File: src/sv/bitmap_slot_allocator_defines.svh
// Assertion macros shared by the slot allocator RTL.
`ifndef BITMAP_SLOT_ALLOCATOR_DEFINES_SVH
`define BITMAP_SLOT_ALLOCATOR_DEFINES_SVH

// Same-cycle implication, sampled on clk and disabled while rst is high.
`define BSA_CHECK(lbl, ante, cons, msg) \
  lbl: assert property (@(posedge clk) disable iff (rst) (ante) |-> (cons)) else $error(msg);

// Next-cycle implication, sampled on clk and disabled while rst is high.
`define BSA_CHECK_NEXT(lbl, ante, cons, msg) \
  lbl: assert property (@(posedge clk) disable iff (rst) (ante) |=> (cons)) else $error(msg);

`endif

File: src/sv/bsa_pkg.sv
// Package for the slot allocator: defaults, operation codes and sequencer states.
`timescale 1ns / 1ps
package bsa_pkg;

  // Default pool geometry.
  localparam int POOL_DEPTH_DEF = 256;
  localparam int WORD_BITS_DEF  = 32;

  // Reset value of the pool size register.
  localparam logic [8:0] POOL_SIZE_RESET = 9'd256;

  // Single-bit mask seed used when setting a free bit.
  localparam logic ONE_BIT = 1'b1;

  // Operation codes.
  localparam logic OP_ALLOC = 1'b0;
  localparam logic OP_FREE  = 1'b1;

  // Sequencer states.
  typedef enum logic [1:0] {
    ST_CLEAR,
    ST_IDLE,
    ST_SCAN
  } state_t;

endpackage

File: src/sv/bitmap_slot_allocator.sv
// Top level of the first-fit slot allocator over a free bitmap.
`timescale 1ns / 1ps
`include "bitmap_slot_allocator_defines.svh"
// A word is taken when start is high and busy is low; each word is either an
// allocate, which claims the lowest free slot below the pool size, or a free,
// which returns one slot. After reset the block sweeps the bitmap memory to all
// ones, one word a cycle, with busy high throughout. A request is then served by
// walking the bitmap memory one word per cycle through its single read port: an
// allocate stays busy up to and including the word holding the grant (at most
// ceil(size / WORD_BITS) words, 8 at the defaults), a free up to and including
// the word holding its slot, and a request that is refused at once (empty pool,
// index out of range) does not raise busy. The result appears on success and
// granted_index, marked by done, which is high for a single cycle in the cycle
// after the last busy cycle; it cannot be held off, so it must be captured then.
// A new request may be started in that same cycle.
module bitmap_slot_allocator
  import bsa_pkg::*;
#(
  parameter int POOL_DEPTH = POOL_DEPTH_DEF,
  parameter int WORD_BITS  = WORD_BITS_DEF
) (
  input  logic       clk,
  input  logic       rst,
  input  logic       pool_size_we,
  input  logic [8:0] pool_size_wdata,
  input  logic       start,
  output logic       busy,
  input  logic       operation,
  input  logic [7:0] slot_index,
  output logic       done,
  output logic       success,
  output logic [7:0] granted_index
);

  localparam int NUM_WORDS = (POOL_DEPTH + WORD_BITS - 1) / WORD_BITS;
  localparam int ADDR_W    = (NUM_WORDS > 1) ? $clog2(NUM_WORDS) : 1;
  localparam int BIT_W     = $clog2(WORD_BITS);
  localparam int CNT_W     = $clog2(POOL_DEPTH + 1);
  localparam int WB_W      = $clog2(WORD_BITS + 1);
  localparam int CMP_W0    = (CNT_W > 9) ? CNT_W : 9;
  localparam int CMP_W     = (CMP_W0 > WB_W) ? CMP_W0 : WB_W;

  // Registers, and the next state of the sequencer.
  state_t               state;
  state_t               state_next;
  logic [8:0]           pool_size;
  logic [ADDR_W-1:0]    word_idx;
  logic [CMP_W-1:0]     slot_base;
  logic [CMP_W-1:0]     remain;
  logic [7:0]           offset;
  logic                 op_reg;

  // Combinational signals.
  logic [CMP_W-1:0]     size_eff;
  logic                 accept;
  logic                 reject_now;
  logic [WORD_BITS-1:0] rd_data;
  logic [WORD_BITS-1:0] valid_mask;
  logic [WORD_BITS-1:0] cand;
  logic [WORD_BITS-1:0] lowest;
  logic                 found;
  logic [BIT_W-1:0]     enc;
  logic                 last_word;
  logic                 hit_free;
  logic [CMP_W-1:0]     grant_slot;
  logic                 finish;
  logic                 res_ok;
  logic [7:0]           res_grant;
  logic                 ram_we;
  logic [ADDR_W-1:0]    ram_waddr;
  logic [WORD_BITS-1:0] ram_wdata;
  logic [ADDR_W-1:0]    ram_raddr;

  // Bitmap store, one bit per slot, a one meaning free.
  bsa_ram #(
    .WIDTH (WORD_BITS),
    .DEPTH (NUM_WORDS)
  ) u_bitmap (
    .clk   (clk),
    .we    (ram_we),
    .waddr (ram_waddr),
    .wdata (ram_wdata),
    .raddr (ram_raddr),
    .rdata (rd_data)
  );

  // Effective pool size and request checks.
  always_comb begin
    if (CMP_W'(pool_size) > CMP_W'(POOL_DEPTH)) begin
      size_eff = CMP_W'(POOL_DEPTH);
    end else begin
      size_eff = CMP_W'(pool_size);
    end
    accept = start && !busy;
    if (operation == OP_ALLOC) begin
      reject_now = (size_eff == '0);
    end else begin
      reject_now = !(CMP_W'(slot_index) < size_eff);
    end
  end

  // Search of the current word: mask slots beyond the pool, isolate the lowest free bit.
  always_comb begin
    for (int b = 0; b < WORD_BITS; b++) begin
      valid_mask[b] = (CMP_W'(b) < remain);
    end
    cand   = rd_data & valid_mask;
    lowest = cand & (~cand + WORD_BITS'(1));
    found  = |cand;
    enc    = '0;
    for (int b = 0; b < WORD_BITS; b++) begin
      if (lowest[b]) begin
        enc = enc | BIT_W'(b);
      end
    end
    last_word  = (remain <= CMP_W'(WORD_BITS));
    hit_free   = (CMP_W'(offset) < CMP_W'(WORD_BITS));
    grant_slot = slot_base + CMP_W'(enc);
  end

  // Sequencer outputs: memory controls and the result of this cycle.
  always_comb begin
    busy      = (state != ST_IDLE);
    finish    = 1'b0;
    res_ok    = 1'b0;
    res_grant = '0;
    ram_we    = 1'b0;
    ram_waddr = word_idx;
    ram_wdata = '1;
    ram_raddr = '0;
    case (state)
      ST_CLEAR: begin
        ram_we = 1'b1;
      end
      ST_IDLE: begin
        if (accept && reject_now) begin
          finish = 1'b1;
        end
      end
      ST_SCAN: begin
        ram_raddr = word_idx + ADDR_W'(1);
        if (op_reg == OP_ALLOC) begin
          ram_wdata = rd_data & ~lowest;
          if (found) begin
            ram_we    = 1'b1;
            finish    = 1'b1;
            res_ok    = 1'b1;
            res_grant = grant_slot[7:0];
          end else if (last_word) begin
            finish = 1'b1;
          end
        end else begin
          ram_wdata = rd_data | (WORD_BITS'(ONE_BIT) << offset[BIT_W-1:0]);
          if (hit_free) begin
            ram_we = 1'b1;
            finish = 1'b1;
            res_ok = 1'b1;
          end
        end
      end
      default: begin
        busy = 1'b1;
      end
    endcase
  end

  // Sequencer next state.
  always_comb begin
    state_next = state;
    case (state)
      ST_CLEAR: begin
        if (word_idx == ADDR_W'(NUM_WORDS - 1)) begin
          state_next = ST_IDLE;
        end
      end
      ST_IDLE: begin
        if (accept && !reject_now) begin
          state_next = ST_SCAN;
        end
      end
      ST_SCAN: begin
        if (finish) begin
          state_next = ST_IDLE;
        end
      end
      default: begin
        state_next = ST_CLEAR;
      end
    endcase
  end

  // Control registers.
  always_ff @(posedge clk) begin
    if (rst) begin
      state     <= ST_CLEAR;
      word_idx  <= '0;
      pool_size <= POOL_SIZE_RESET;
      done      <= 1'b0;
    end else begin
      state <= state_next;
      done  <= finish;
      if (pool_size_we) begin
        pool_size <= pool_size_wdata;
      end
      if (state == ST_CLEAR) begin
        word_idx <= word_idx + ADDR_W'(1);
      end else if (state == ST_IDLE) begin
        word_idx <= '0;
      end else if (!finish) begin
        word_idx <= word_idx + ADDR_W'(1);
      end
    end
  end

  // Scan position and result registers.
  always_ff @(posedge clk) begin
    if (state == ST_IDLE) begin
      slot_base <= '0;
      remain    <= size_eff;
      offset    <= slot_index;
      op_reg    <= operation;
    end else if (state == ST_SCAN) begin
      slot_base <= slot_base + CMP_W'(WORD_BITS);
      remain    <= remain - CMP_W'(WORD_BITS);
      offset    <= offset - 8'(WORD_BITS);
    end
    if (finish) begin
      success       <= res_ok;
      granted_index <= res_grant;
    end
  end

  // Checks on the sequencer.
  `BSA_CHECK(a_scan_has_slots, state == ST_SCAN, remain != '0, "scan with no slots left")
  `BSA_CHECK_NEXT(a_accept_progress, accept, done || busy, "accepted word not served")
  `BSA_CHECK(a_grant_zero, done && (!success || op_reg == OP_FREE), ~|granted_index, "stray grant")

endmodule

File: src/sv/bsa_ram.sv
// Generic single-write, single-read RAM with registered read data.
`timescale 1ns / 1ps
module bsa_ram #(
  parameter int WIDTH = 32,
  parameter int DEPTH = 8,
  localparam int ADDR_W = (DEPTH > 1) ? $clog2(DEPTH) : 1
) (
  input  logic              clk,
  input  logic              we,
  input  logic [ADDR_W-1:0] waddr,
  input  logic [WIDTH-1:0]  wdata,
  input  logic [ADDR_W-1:0] raddr,
  output logic [WIDTH-1:0]  rdata
);

  logic [WIDTH-1:0] mem [DEPTH];

  // Write port.
  always_ff @(posedge clk) begin
    if (we) begin
      mem[waddr] <= wdata;
    end
  end

  // Registered read port.
  always_ff @(posedge clk) begin
    rdata <= mem[raddr];
  end

endmodule
File: config.mk
export PLATFORM = sky130hd
export DESIGN_NAME = bitmap_slot_allocator
export DESIGN_NICKNAME = d
export VERILOG_FILES = /design/src/sv/bsa_pkg.sv /design/src/sv/bitmap_slot_allocator.sv /design/src/sv/bsa_ram.sv
export VERILOG_INCLUDE_DIRS = /design/src /design/src/sv
export SDC_FILE = /design/constraint.sdc
export NUM_CORES = 1
export LEC_CHECK = 0
export BUFFER_PORTS_ARGS = -buffer_cell sky130_fd_sc_hd__buf_2
export CAP_MARGIN = 20
export CORE_ASPECT_RATIO = 0.6
export CORE_MARGIN = 2
export CORE_UTILIZATION = 51
export CTS_BUF_LIST = sky130_fd_sc_hd__clkbuf_2
export DETAILED_ROUTE_END_ITERATION = 6
export GPL_TIMING_DRIVEN = 1
export PLACE_DENSITY = 0.75
export SKIP_LAST_GASP = 1
export SYNTH_ARGS = -nofsm -noshare
export SYNTH_HDL_FRONTEND = slang
export SYNTH_SLANG_ARGS = --single-unit
File: constraint.sdc
create_clock -name clk -period 6.8 [get_ports clk]
set_input_delay 0.68 -clock clk [delete_from_list [all_inputs] [get_ports clk]]
set_output_delay 0.68 -clock clk [all_outputs]
set_load 0.01 [all_outputs]
==> reports/qor.yml <==
drt:
  dr.pass1.iters: 5
  wl_um: 36800
  ant_nets: 0
  via_per_inst: 6.27
  vias: 9297
  wl_per_cell_um: 24.9
  drcViolationCount: 0
  drt_iter0_markers: 1077
worst_setup_path:
  worstSetupPathType: "flop to flop"
  slowest_stage: "or4b_4"
  timing.rr.end: "u_bitmap.mem[2][2]$_DFFE_PP_"
  max_stage_delay_ps: 710
  critical_path.max_fanout: 23
  r2r-start: "remain[4]$_DFFE_PP_"
  crit_required_ps: 7460
  cp_cell_sequence: "or4b_4, o31ai_2, and4b_1, and3_1, a31oi_1, o21bai_1, nor2_4, buf_4"
  r2r_slack_ps: 2250
  rr_worst_depth: 8
  setup.worst_path.start_class: "flop"
  end_kind: "flop"
  worstPathArrival_ps: 5210
synth:
  synthAdderAreaFrac_pct: 1.63
  ys_ff_latch: 333
  synth_area_um2: 14600
  synthCells: 960
  synth_edf_count: 283
  synth_nets: 1001
  synth_xor_area_share_pct: 0.300
  ys_types: 80
  synth_mux_area_share_pct: 13.2
  yosysWarnings: 0
  synth_flop_cell: "edfxtp_1"
  synthSimpleGateAreaFrac_pct: 9.35
  async_flop_share_pct: 0
  avgSynthCellArea_um2: 15.2
  synth_top_family_by_area: "multiplexers"
  ys_seq_area_share_pct: 65.1
  synth_compound_area_share_pct: 8.38
sta:
  relSlewSlack_pct: 23.5
  finalHoldViolCount: 0
  fmax_mhz: 220
  fin_ws_ps: 2250
  period_needed_ps: 4550
  layout_worst_path_cycle_share_pct: 66.9
  tightest_slew_ps: 1140
  setup_viol_count_final: 0
  finalSetupTns_ps: 0
  maxSlewViolCount: 0
  grt_setup_unrepaired: "false"
  fin_skew_ps: 75.8
layout:
  fill_cells: 2213
  multiInputGateArea_um2: 4850
  largest_registers: "u_bitmap.mem x256, u_bitmap.rdata x32"
  largest_reg_flops: 256
  layout.area.seq_um2: 9500
  largest_register: "u_bitmap.mem"
  area_growth_pct: 10.4
  drive_above_1_share_pct: 27.0
  fin_nets: 1093
clocking:
  cts_sinks: 333
  cts_tree: "built"
  htreeDepth: 3
  ctsResizeCount: 0
  worstSkewPairLatency_ps: 990
  cts_buffers: 74
  clk_pin_slew_worst_paths_ps: 130
  cts_setup_buffers: 0
  clk_path_buf_depth: 3
  ctsRootBufferMaster: "clkbuf_2"
placed_design:
  dpl_worst_slack_ps: 2410
  place_hpwl_um: 24000
  gp_congestion: 1.00
  portBuffers: 32
die:
  die_h_um: 135
  die_area_um2: 30000
  core_um2: 27900
  start_util_pct: 52.4
  dieWidth_um: 222
  row_count: 47
  io_pins: 33
power:
  powerDensity_nw_per_um2: 311
  leakage_nw: 4.56
  vdd_drop_max_mv: 0.318
worst_hold_path:
  holdPathEnd: "offset[6]$_DFFE_PP_"
  hp-class: "primary input to flop"
  worstHoldStart: "slot_index[6]"
  hold_depth: 3
run:
  max_cap_viol_count: 0
global_routing:
  grt_pass1_wl_um: 56100
  grt_max_degree: 41
  overflow: 0
  antenna_found_initial: 1
  first_global_vias: 9090
  grt_use_total_pct: 25.4
status:
  status: "finished clean"
==> logic make-up after synthesis <==
| logic type | Yosys count |
|---|---|
| AO/OA/AOI/OAI | 179 |
| AND/OR/NAND/NOR | 244 |
| XOR/XNOR | 5 |
| flip-flops | 333 |
| buffers and inverters | 72 |
| adder cells (fa/ha/maj) | 19 |
| multiplexers | 108 |
==> metal layers <==
metal	track usage [%]	routed length, um	vias to the layer above
met1	39.5	17300	4725
met2	33.8	15100	479
li1	-	-	4040
met4	6.19	446	0
met3	9.01	4070	53
met5	0	0	-
==> power by group <==
group | switching [W] | internal, W
Clock | 0.000795 | 0.000535
Combinational | 0.000807 | 0.000342
Sequential | 0.000107 | 0.00243
==> critical path: cells and delay by family, from the launching register on <==
family	cells	cell delay (ps)
buffers and inverters	1	330
and+or+nand+nor	4	1850
AOI/OAI and AO/OA	3	1330
DFF	1	700
==> how the worst max path moves through the flow <==
stage                   startpoint                             to  slack (ps)  depth (start not counted)
2_1_floorplan  remain[5]$_DFFE_PP_   u_bitmap.mem[0][0]$_DFFE_PP_        1880                         11
3_3_place_gp   remain[4]$_DFFE_PP_  u_bitmap.mem[2][31]$_DFFE_PP_        2550                          8
3_5_place_dp   remain[4]$_DFFE_PP_   u_bitmap.mem[2][2]$_DFFE_PP_        2410                          8
4_1_cts        remain[4]$_DFFE_PP_  u_bitmap.mem[2][18]$_DFFE_PP_        2350                          8
5_1_grt        remain[4]$_DFFE_PP_   u_bitmap.mem[2][4]$_DFFE_PP_        2100                          8
6_report       remain[4]$_DFFE_PP_   u_bitmap.mem[2][2]$_DFFE_PP_        2250                          8
==> through the flow <==
stage / total power [W] / hold slack (ps) / utilization, % / cells / instance area (um2)
2_1_floorplan: 0.00331 / 471 / - / 960 / 14600
3_3_place_gp: 0.00369 / 487 / 54.4 / 1322 / 15200
3_5_place_dp: 0.00372 / 519 / 54.5 / 1324 / 15200
4_1_cts: 0.00504 / 11.9 / 57.7 / 1478 / 16100
5_1_grt: 0.00526 / 19.8 / 57.8 / 1481 / 16100
6_report: 0.00501 / 91.9 / 57.8 / 1482 / 16100
==> placed cells by master, fill, tap and decap left out, drive strengths merged, types with 5 or more instances in the layout <==
| cell type | n |
|---|---|
| a211oi | 5 |
| a21oi | 43 |
| a31oi | 8 |
| and2 | 19 |
| and3 | 7 |
| and4 | 5 |
| buf | 52 |
| clkbuf | 107 |
| clkinv | 26 |
| dfxtp | 50 |
| dlygate4sd3 | 17 |
| edfxtp | 283 |
| ha | 19 |
| inv | 18 |
| mux2 | 32 |
| mux2i | 12 |
| mux4 | 64 |
| nand2 | 51 |
| nand2b | 14 |
| nand3 | 12 |
| nand4 | 6 |
| nor2 | 47 |
| nor3 | 29 |
| nor4 | 15 |
| nor4b | 6 |
| o211ai | 9 |
| o21a | 9 |
| o21ai | 56 |
| o31ai | 7 |
| or3 | 6 |
| or3b | 6 |
==> layout make-up <==
class,count,share of cell area (%)
Antenna cell,2,0.0311
Clock buffer,105,3.26
Clock inverter,32,1.30
Inverter,17,0.396
Multi-Input combinational cell,555,30.1
Sequential cell,333,59.0
Tap cell,367,2.85
Timing Repair Buffer,71,3.08
==> synth_stat cells, types with 3 or more instances <==
master | count | area [um2]
nor3b_1 | 4 | 30.0
o21bai_1 | 4 | 30.0
nand2b_1 | 14 | 87.6
mux4_2 | 64 | 1440
or3_1 | 6 | 37.5
and3b_1 | 3 | 26.3
and3_1 | 7 | 43.8
o21a_1 | 9 | 67.6
nor2_1 | 47 | 176
a211oi_1 | 5 | 37.5
buf_1 | 8 | 30.0
or4_1 | 3 | 22.5
edfxtp_1 | 283 | 8500
ha_1 | 19 | 238
mux2_2 | 32 | 360
and2_1 | 19 | 119
inv_1 | 17 | 63.8
buf_6 | 3 | 33.8
or3b_2 | 5 | 43.8
nor4_1 | 15 | 93.8
nand3_1 | 11 | 55.1
clkbuf_1 | 37 | 139
o31ai_1 | 6 | 45.0
a31oi_1 | 7 | 43.8
o211ai_1 | 9 | 67.6
nor2b_1 | 3 | 18.8
mux2i_1 | 12 | 120
nor4b_1 | 4 | 35.0
nand4_1 | 5 | 31.3
a21oi_1 | 43 | 215
a21o_1 | 4 | 30.0
o221ai_2 | 3 | 45.0
nand2_1 | 50 | 188
o21ai_0 | 53 | 265
and4_1 | 4 | 35.0
a311o_1 | 3 | 30.0
nor3_1 | 29 | 145
xor2_1 | 3 | 26.3
dfxtp_1 | 50 | 1000
o211a_1 | 3 | 30.0
buf_2 | 5 | 25.0
==> what timing repair did <==
item	4_1_cts	5_1_grt
endpoints found under the setup margin	0	0
hold buffers	17	0
endpoints found under the hold margin	17	0
No activity file was read; power rests on OpenSTA's default activity.
